**src/rtl/gqdp_pkg.sv**
```systemverilog
package gqdp_pkg;

  // Sizing limits of the group and row counters
  localparam int MAX_GROUP      = 256;
  localparam int MAX_ROW_GROUPS = 64;

  // Fixed field widths
  localparam int BYTE_W        = 8;
  localparam int SCALE_W       = 16;
  localparam int FMT_W         = 1;
  localparam int GRP_LEN_W     = 9;
  localparam int ROW_GROUPS_W  = 7;
  localparam int ROW_COUNT_W   = 16;
  localparam int CFG_DATA_W    = 16;
  localparam int PROD_W        = 16;
  localparam int PART_W        = PROD_W + 1;
  localparam int GSUM_W        = 24;
  localparam int QSCALE_W      = 24;
  localparam int CONTRIB_W     = 48;
  localparam int ROW_W         = 55;

  // Counter widths follow from the limits and the register widths
  localparam int EC_MIN_W = $clog2(MAX_GROUP + 2);
  localparam int EC_W     = (EC_MIN_W > GRP_LEN_W) ? EC_MIN_W : GRP_LEN_W;
  localparam int GC_MIN_W = $clog2(MAX_ROW_GROUPS + 1);
  localparam int GC_W     = (GC_MIN_W > ROW_GROUPS_W) ? GC_MIN_W : ROW_GROUPS_W;

  // Nibble decode constants
  localparam logic [3:0]        NIB_MASK   = 4'hf;
  localparam logic [BYTE_W-1:0] NIB_OFFSET = 8'd8;

  // Register indexes of the configuration port
  typedef enum logic [1:0] {
    CFG_FORMAT     = 2'd0,
    CFG_GRP_LEN    = 2'd1,
    CFG_ROW_GROUPS = 2'd2,
    CFG_ROW_COUNT  = 2'd3
  } cfg_index_t;

  // Sequencer states
  typedef enum logic [1:0] {
    ST_IDLE,
    ST_BUSY,
    ST_EMIT
  } state_t;

  // Group close request handed to the scale unit
  typedef struct packed {
    logic                      start;
    logic signed [GSUM_W-1:0]  gsum;
    logic [SCALE_W-1:0]        wscale;
    logic [SCALE_W-1:0]        ascale;
  } job_t;

endpackage

```
**src/rtl/gqdp_lane.sv**
```systemverilog
module gqdp_lane (
  input  logic                                  fmt,
  input  logic                                  hi_lane,
  input  logic [gqdp_pkg::BYTE_W-1:0]           wbyte,
  input  logic [gqdp_pkg::BYTE_W-1:0]           abyte,
  output logic signed [gqdp_pkg::PROD_W-1:0]    prod
);

  logic [3:0]                         w_nib;
  logic [3:0]                         a_nib;
  logic signed [gqdp_pkg::BYTE_W-1:0] w_el;
  logic signed [gqdp_pkg::BYTE_W-1:0] a_el;

  // Pick this lane's nibble
  assign w_nib = (hi_lane ? wbyte[7:4] : wbyte[3:0]) & gqdp_pkg::NIB_MASK;
  assign a_nib = (hi_lane ? abyte[7:4] : abyte[3:0]) & gqdp_pkg::NIB_MASK;

  // Decode: offset nibbles if fmt, else signed byte on high lane and zero on low
  always_comb begin
    if (fmt) begin
      w_el = $signed({4'b0000, w_nib} - gqdp_pkg::NIB_OFFSET);
      a_el = $signed({4'b0000, a_nib} - gqdp_pkg::NIB_OFFSET);
    end else if (hi_lane) begin
      w_el = $signed(wbyte);
      a_el = $signed(abyte);
    end else begin
      w_el = '0;
      a_el = '0;
    end
  end

  assign prod = w_el * a_el;

endmodule

```
**src/rtl/gqdp_scale.sv**
```systemverilog
module gqdp_scale (
  input  logic                                  clk,
  input  logic                                  rst,
  input  gqdp_pkg::job_t                        job,
  input  logic                                  row_clear,
  output logic                                  acc_done,
  output logic signed [gqdp_pkg::ROW_W-1:0]     row_sum
);

  logic                                       v1;
  logic                                       v2;
  logic signed [gqdp_pkg::GSUM_W-1:0]         gsum_q;
  logic [2*gqdp_pkg::SCALE_W-1:0]             sprod;
  logic [gqdp_pkg::QSCALE_W-1:0]              qscale;
  logic signed [gqdp_pkg::GSUM_W+gqdp_pkg::QSCALE_W:0] full_contrib;
  logic signed [gqdp_pkg::CONTRIB_W-1:0]      contrib;

  // Stage one: scale product
  always_ff @(posedge clk) begin
    if (rst) begin
      v1 <= 1'b0;
    end else begin
      v1 <= job.start;
    end
    if (job.start) begin
      gsum_q <= job.gsum;
      sprod  <= job.wscale * job.ascale;
    end
  end

  // Truncate Q8.24 to Q8.16
  assign qscale       = sprod[2*gqdp_pkg::SCALE_W-1 -: gqdp_pkg::QSCALE_W];
  assign full_contrib = gsum_q * $signed({1'b0, qscale});

  // Stage two: group sum times scale
  always_ff @(posedge clk) begin
    if (rst) begin
      v2 <= 1'b0;
    end else begin
      v2 <= v1;
    end
    if (v1) begin
      contrib <= full_contrib[gqdp_pkg::CONTRIB_W-1:0];
    end
  end

  // Stage three: add into the row sum, wrap in its width
  always_ff @(posedge clk) begin
    if (rst) begin
      row_sum <= '0;
    end else if (row_clear) begin
      row_sum <= '0;
    end else if (v2) begin
      row_sum <= row_sum
               + {{(gqdp_pkg::ROW_W-gqdp_pkg::CONTRIB_W){contrib[gqdp_pkg::CONTRIB_W-1]}},
                  contrib};
    end
  end

  assign acc_done = v2;

endmodule

```
**src/rtl/group_quantized_dot_product_core.sv**
```systemverilog
// Group-quantized dot product core (int8 or packed int4 matrix row times vector).
// Input channel (in_valid / in_stall): one weight byte and one activation byte per
// beat; weight_scale and act_scale are sampled on the beat that closes a group.
// Output channel (out_valid / out_stall): one beat per finished row, carrying
// row_value (signed, 16 fraction bits) and matrix_done on the last row.
// Configuration channel (cfg_valid / cfg_ready, always ready): cfg_index selects
// format, group size, groups per row or row count; write only while idle.
// Throughput: one byte per cycle inside a group. The beat that closes a group
// holds the input while the two-stage scale multiplier and the row adder run;
// a beat that closes a row holds it further until the output register loads.
// After the row-closing beat the result passes the scale stages, the row adder
// and the output register. Two lanes decode the high and low nibble side by side.
// When the receiver stalls, the result waits in the output register; further
// bytes are still accepted until the next row result is ready to load.
// Reset (rst, synchronous) restores register defaults and clears all counters
// and accumulators.
module group_quantized_dot_product_core (
  input  logic                                  clk,
  input  logic                                  rst,
  input  logic                                  cfg_valid,
  output logic                                  cfg_ready,
  input  logic [1:0]                            cfg_index,
  input  logic [gqdp_pkg::CFG_DATA_W-1:0]       cfg_data,
  input  logic                                  in_valid,
  output logic                                  in_stall,
  input  logic [gqdp_pkg::BYTE_W-1:0]           weight_byte,
  input  logic [gqdp_pkg::BYTE_W-1:0]           act_byte,
  input  logic [gqdp_pkg::SCALE_W-1:0]          weight_scale,
  input  logic [gqdp_pkg::SCALE_W-1:0]          act_scale,
  output logic                                  out_valid,
  input  logic                                  out_stall,
  output logic signed [gqdp_pkg::ROW_W-1:0]     row_value,
  output logic                                  matrix_done
);

  localparam int EC_W = gqdp_pkg::EC_W;
  localparam int GC_W = gqdp_pkg::GC_W;
  localparam int RC_W = gqdp_pkg::ROW_COUNT_W;

  logic                                     weight_format;
  logic [gqdp_pkg::GRP_LEN_W-1:0]           grp_len;
  logic [gqdp_pkg::ROW_GROUPS_W-1:0]        row_groups;
  logic [RC_W-1:0]                          row_count;

  logic [EC_W-1:0]                          element_count;
  logic [EC_W-1:0]                          element_count_next;
  logic signed [gqdp_pkg::GSUM_W-1:0]       group_sum;
  logic signed [gqdp_pkg::GSUM_W-1:0]       group_sum_next;
  logic [GC_W-1:0]                          group_count;
  logic [GC_W:0]                            group_count_inc;
  logic [RC_W-1:0]                          row_counter;
  logic [RC_W:0]                            row_counter_inc;
  logic                                     row_end;

  logic [EC_W-1:0]                          gsize;
  logic [GC_W:0]                            rgroups;
  logic [RC_W-1:0]                          rows;

  logic signed [gqdp_pkg::PROD_W-1:0]       prod_hi;
  logic signed [gqdp_pkg::PROD_W-1:0]       prod_lo;
  logic signed [gqdp_pkg::PART_W-1:0]       part;

  logic                                     accept;
  logic                                     group_end;
  logic                                     row_close;
  logic                                     last_row;
  logic                                     out_free;
  logic                                     emit_load;
  logic                                     row_clear;
  logic                                     acc_done;
  logic signed [gqdp_pkg::ROW_W-1:0]        row_sum;
  gqdp_pkg::job_t                           job;
  gqdp_pkg::state_t                         state;
  gqdp_pkg::state_t                         state_next;

  function automatic logic signed [gqdp_pkg::PART_W-1:0] PART_W_ext(
    input logic signed [gqdp_pkg::PROD_W-1:0] p
  );
    PART_W_ext = {p[gqdp_pkg::PROD_W-1], p};
  endfunction

  // Configuration writes
  assign cfg_ready = 1'b1;

  always_ff @(posedge clk) begin
    if (rst) begin
      weight_format <= 1'b0;
      grp_len       <= gqdp_pkg::GRP_LEN_W'(32);
      row_groups    <= gqdp_pkg::ROW_GROUPS_W'(1);
      row_count     <= RC_W'(1);
    end else if (cfg_valid && cfg_ready) begin
      unique case (gqdp_pkg::cfg_index_t'(cfg_index))
        gqdp_pkg::CFG_FORMAT:     weight_format <= cfg_data[0];
        gqdp_pkg::CFG_GRP_LEN:    grp_len    <= cfg_data[gqdp_pkg::GRP_LEN_W-1:0];
        gqdp_pkg::CFG_ROW_GROUPS: row_groups <= cfg_data[gqdp_pkg::ROW_GROUPS_W-1:0];
        gqdp_pkg::CFG_ROW_COUNT:  row_count  <= cfg_data[RC_W-1:0];
      endcase
    end
  end

  // Clamp register values to their working ranges
  always_comb begin
    if (EC_W'(grp_len) < EC_W'(2)) begin
      gsize = EC_W'(2);
    end else if (EC_W'(grp_len) > EC_W'(gqdp_pkg::MAX_GROUP)) begin
      gsize = EC_W'(gqdp_pkg::MAX_GROUP);
    end else begin
      gsize = EC_W'(grp_len);
    end
    if (row_groups == '0) begin
      rgroups = (GC_W+1)'(1);
    end else if ((GC_W+1)'(row_groups) > (GC_W+1)'(gqdp_pkg::MAX_ROW_GROUPS)) begin
      rgroups = (GC_W+1)'(gqdp_pkg::MAX_ROW_GROUPS);
    end else begin
      rgroups = (GC_W+1)'(row_groups);
    end
    rows = (row_count == '0) ? RC_W'(1) : row_count;
  end

  // Element lanes: high nibble (or whole byte) and low nibble
  gqdp_lane u_lane_hi (
    .fmt     (weight_format),
    .hi_lane (1'b1),
    .wbyte   (weight_byte),
    .abyte   (act_byte),
    .prod    (prod_hi)
  );

  gqdp_lane u_lane_lo (
    .fmt     (weight_format),
    .hi_lane (1'b0),
    .wbyte   (weight_byte),
    .abyte   (act_byte),
    .prod    (prod_lo)
  );

  // Merge lane products into the group sum
  assign part = PART_W_ext(prod_hi) + PART_W_ext(prod_lo);

  assign group_sum_next = group_sum
                        + {{(gqdp_pkg::GSUM_W-gqdp_pkg::PART_W){part[gqdp_pkg::PART_W-1]}},
                           part};
  assign element_count_next = element_count + (weight_format ? EC_W'(2) : EC_W'(1));
  assign group_count_inc    = {1'b0, group_count} + (GC_W+1)'(1);
  assign row_counter_inc    = {1'b0, row_counter} + (RC_W+1)'(1);

  assign accept    = in_valid && !in_stall;
  assign group_end = element_count_next >= gsize;
  assign row_close = group_count_inc >= rgroups;
  assign last_row  = row_counter_inc >= {1'b0, rows};

  // Element and group counters, group sum and row end flag
  always_ff @(posedge clk) begin
    if (rst) begin
      element_count <= '0;
      group_sum     <= '0;
      group_count   <= '0;
      row_end       <= 1'b0;
    end else if (accept) begin
      if (group_end) begin
        element_count <= '0;
        group_sum     <= '0;
        row_end       <= row_close;
        group_count   <= row_close ? '0 : group_count_inc[GC_W-1:0];
      end else begin
        element_count <= element_count_next;
        group_sum     <= group_sum_next;
      end
    end
  end

  // Hand the closed group to the scale unit
  always_comb begin
    job.start  = accept && group_end;
    job.gsum   = group_sum_next;
    job.wscale = weight_scale;
    job.ascale = act_scale;
  end

  gqdp_scale u_scale (
    .clk       (clk),
    .rst       (rst),
    .job       (job),
    .row_clear (row_clear),
    .acc_done  (acc_done),
    .row_sum   (row_sum)
  );

  // Sequencer state register
  always_ff @(posedge clk) begin
    if (rst) begin
      state <= gqdp_pkg::ST_IDLE;
    end else begin
      state <= state_next;
    end
  end

  assign out_free = !out_valid || !out_stall;

  // Next state
  always_comb begin
    state_next = state;
    unique case (state)
      gqdp_pkg::ST_IDLE: begin
        if (job.start) state_next = gqdp_pkg::ST_BUSY;
      end
      gqdp_pkg::ST_BUSY: begin
        if (acc_done) state_next = row_end ? gqdp_pkg::ST_EMIT : gqdp_pkg::ST_IDLE;
      end
      gqdp_pkg::ST_EMIT: begin
        if (out_free) state_next = gqdp_pkg::ST_IDLE;
      end
      default: state_next = gqdp_pkg::ST_IDLE;
    endcase
  end

  // Sequencer outputs
  always_comb begin
    in_stall  = 1'b1;
    emit_load = 1'b0;
    unique case (state)
      gqdp_pkg::ST_IDLE: in_stall = 1'b0;
      gqdp_pkg::ST_BUSY: in_stall = 1'b1;
      gqdp_pkg::ST_EMIT: emit_load = out_free;
      default: in_stall = 1'b1;
    endcase
  end

  assign row_clear = emit_load;

  // Output register and row counter
  always_ff @(posedge clk) begin
    if (rst) begin
      out_valid   <= 1'b0;
      row_counter <= '0;
    end else if (emit_load) begin
      out_valid   <= 1'b1;
      row_counter <= last_row ? '0 : row_counter_inc[RC_W-1:0];
    end else if (!out_stall) begin
      out_valid   <= 1'b0;
    end
  end

  always_ff @(posedge clk) begin
    if (emit_load) begin
      row_value   <= row_sum;
      matrix_done <= last_row;
    end
  end

`ifndef NO_ASSERTIONS
  // The scale unit finishes only for a group that the sequencer is waiting on
  a_done_in_busy: assert property (@(posedge clk) disable iff (rst)
    acc_done |-> state == gqdp_pkg::ST_BUSY)
    else $error("scale unit finished outside busy state");

  // A new result appears only after the emit state loaded it
  a_rise_from_emit: assert property (@(posedge clk) disable iff (rst)
    $rose(out_valid) |-> $past(state == gqdp_pkg::ST_EMIT))
    else $error("result appeared without emit");

  // Closing a group always starts the scale pipeline
  a_start_busy: assert property (@(posedge clk) disable iff (rst)
    job.start |=> state == gqdp_pkg::ST_BUSY)
    else $error("group close did not enter busy state");

  // A waiting result is never overwritten by the next row
  a_no_overwrite: assert property (@(posedge clk) disable iff (rst)
    emit_load |-> !(out_valid && out_stall))
    else $error("output register overwritten while stalled");
`endif

endmodule
```
**config.mk**
```make
export PLATFORM = sky130hd
export DESIGN_NAME = group_quantized_dot_product_core
export DESIGN_NICKNAME = d
export VERILOG_FILES = /design/src/rtl/gqdp_pkg.sv /design/src/rtl/gqdp_lane.sv /design/src/rtl/gqdp_scale.sv /design/src/rtl/group_quantized_dot_product_core.sv
export SDC_FILE = /design/constraint.sdc
export NUM_CORES = 2
export LEC_CHECK = 0
export BUFFER_PORTS_ARGS = -buffer_cell sky130_fd_sc_hd__buf_2
export CAP_MARGIN = 5
export CORE_ASPECT_RATIO = 1.25
export CORE_UTILIZATION = 55
export CTS_BUF_LIST = sky130_fd_sc_hd__clkbuf_16
export DETAILED_ROUTE_END_ITERATION = 7
export MAX_ROUTING_LAYER = met4
export PLACE_DENSITY = 0.68
export REMOVE_ABC_BUFFERS = 1
export SLEW_MARGIN = 20
export SYNTH_ARGS = -nofsm -noshare
export SYNTH_HDL_FRONTEND = slang
export SYNTH_SLANG_ARGS = --single-unit
```
**constraint.sdc**
```tcl
create_clock -name clk -period 12.66 [get_ports clk]
set_input_delay 0 -clock clk [delete_from_list [all_inputs] [get_ports clk]]
set_output_delay 0 -clock clk [all_outputs]
set_load 0.05 [all_outputs]
```
==> metrics.cfg <==
[critical_path]
r2r-end=group_sum[23]
worstPathRequired_ns=13.18
criticalPathCategory=reg -> reg
worstPathArrival_ns=9.52
path_buf_inv=5
path_common_cell=fa_1
worst-path-max-fanout=34
crit_path_start_kind=flop
crit_family=adder cells
slowest_delay_ns=0.74
reg2reg_from=weight_format
r2r_slack_ns=3.66
r2r_cells=30
cpMaxStageDelayCell=a311oi_2
cp-end-kind=flop

[min_path]
hp-class=in -> reg
min_to=weight_format
hold_depth=4
hp-start=cfg_valid

[floorplan]
core_um2=84400
ios=130
initial_core_util_pct=55.6
fp.dieW_um=263
dieArea_um2=86600
fp-row-count=119
die_h_um=329

[routing]
post_drt_via_cell_ratio=5.49
wire_per_inst_um=17.7
drc_errors=0
wirelength_um=111000
vias=34300
antenna_left=0
dr.pass1.iters=7
drt_iter0_markers=1810

[logic_synthesis]
postSynthAreaPerCell_um2=9.21
synth_area_leaders=fa_1 (34%), ha_1 (12%), edfxtp_1 (9.7%), inv_1 (7.7%), dfxtp_1 (6.4%)
synth_edf_count=152
synthArstFlopShare_pct=0
synth_area_um2=47000
synthCells=5098
yosysTopAreaCellShare_pct=34.2
synth_top_cells_by_count=inv_1 (964), fa_1 (802), nand2_1 (697)
yosys.area_share.adder_pct=46.6
synth_top_family_by_area=adder cells
yosysSeqAreaShare_pct=16.1
synth_compound_area_share_pct=8.06
synth_seq_cells=302
yosysMostFrequentCell=inv_1
synthSimpleGateAreaFrac_pct=15.5
synth_xor_area_share_pct=3.32
synth_cell_types=82
synth_warnings=0
synth_flop_cell=edfxtp_1
synthMuxAreaShare_pct=1.18
yosys.area.top_type=fa_1

[global_route]
track_usage_pct=27.0
top_usage_layer=met2
grt_pass1_vias=36000
gr-total-overflow=0
antenna_found_initial=0
grt_max_degree=58
grt_pass1_wl_um=182000
met1_usage_pct=32.4
grtUsageMet3_pct=3.08
grt_util_met2_pct=46.6

[layout]
drive_gt1_share_pct=4.81
nets=6473
fillers=7396
area_growth_pct=6.34
diodes=0

[clock_tree]
cts_num_sinks=302
clk_pin_slew_ns=0.07
ctsResizeCount=0
tritoncts=yes
ctsRootBufferMaster=clkbuf_16
htreeDepth=1
cts_buffers=30
clk_latency_ns=0.60
cts_buffer_depth=3

[timing]
skew_ns=0.0123
drv_slew=0
maxSlewHeadroom_pct=15.3
setup_tns_ns=0
hold_violations=0
setup_violations=0
rsz0062_at_grt=no
worst_slew_pin_slew_ns=1.27
clock.fmax_ghz=0.111
fin_crit_sh_pct=71.1
post-route-min-period_ns=9.00

[placed_design]
portBuffers=128
place_congestion=0.897
dp_hpwl_um=86600

[flow_run]
drv_cap=0

[status]
status=completed

flip-flops by register name (all words and copies together) (netlist names):
signal and flops:
u_scale.v1 1, group_sum 24, out_valid 1, row_value 55, u_scale.contrib 48, weight_format 1, matrix_done 1, row_end 1
row_counter 16, u_scale.acc_done 1, u_scale.sprod 24, grp_len 9, row_count 16, row_groups 7, u_scale.gsum_q 24, state 2
element_count 9, group_count 7, u_scale.row_sum 55
cell type report:
type,count,area (um^2),share of cell area (%)
Clock buffer,31,776,1.55
Clock inverter,24,272,0.544
Inverter,967,3630,7.27
Multi-Input combinational cell,3636,35000,70.2
Sequential cell,302,7570,15.2
Tap cell,1089,1360,2.73
Timing Repair Buffer,199,1280,2.56
tightest hold or removal path, delay by kind of cell:
family	cells	cell delay, ns
buffers and inverters	1	0.12
AND/OR/NAND/NOR	2	0.32
AO/OA/AOI/OAI	1	0.18
worst max-delay path by stage:
stage                       start       endpoint  slack, ns  cells past startpoint
detailed placement  weight_format  group_sum[23]       3.71                     30
CTS                 weight_format  group_sum[23]       3.72                     30
global placement    weight_format  group_sum[23]       3.88                     30
global route        weight_format  group_sum[23]       3.15                     33
finish              weight_format  group_sum[23]       3.66                     30
floorplan           weight_format  group_sum[23]       4.04                     33
layer usage:
metal  vias to the layer above  share of wire [%]
li1                      16000                  -
met1                     17100                 41
met2                       938                 50
met3                       228                5.1
met4                         0                4.4
met5                         -                  0
stage by stage:
step | utilization, % | hold WS, ns | std cells | area [um^2] | setup slack, ns
after global placement | 57.5 | 0.248 | 6158 | 48500 | 3.88
after floorplan | - | 0.0691 | 4905 | 46200 | 4.04
final | 59.1 | 0.0717 | 6248 | 49900 | 3.66
after CTS | 59.1 | 0.0446 | 6245 | 49900 | 3.72
after global routing | 59.1 | 0.0695 | 6248 | 49900 | 3.15
after detailed placement | 57.5 | 0.253 | 6158 | 48500 | 3.71
layout by cell type (no fill, tap or decap), types with 31 or more instances in the layout:
cell type,n
a21o_1,82
a21oi_1,212
and2_1,300
and3_1,32
buf_2,127
buf_4,37
clkbuf_16,31
dfxtp_1,148
dlygate4sd3_1,32
edfxtp_1,152
fa_1,802
ha_1,464
inv_1,966
mux2i_1,54
nand2_1,697
nand2b_1,50
nand3_1,65
nor2_1,231
nor3_1,38
o21ai_0,56
o21ai_1,57
xnor2_1,127
xor2_1,51
timing repair:
item                                   4_1_cts  5_1_grt
hold buffers                                32        0
setup buffers                                0        0
endpoints found under the hold margin       46        0
kinds of logic after synthesis:
logic type,count (synthesis)
xor+xnor,178
mux,55
fa+ha+maj,1266
buf+inv,1160
compound gates,596
simple gates,1540
flops,302
other cells,1
Power is not shown: default switching activity piles up to over one toggle a cycle in this logic, so the estimate is an artifact.
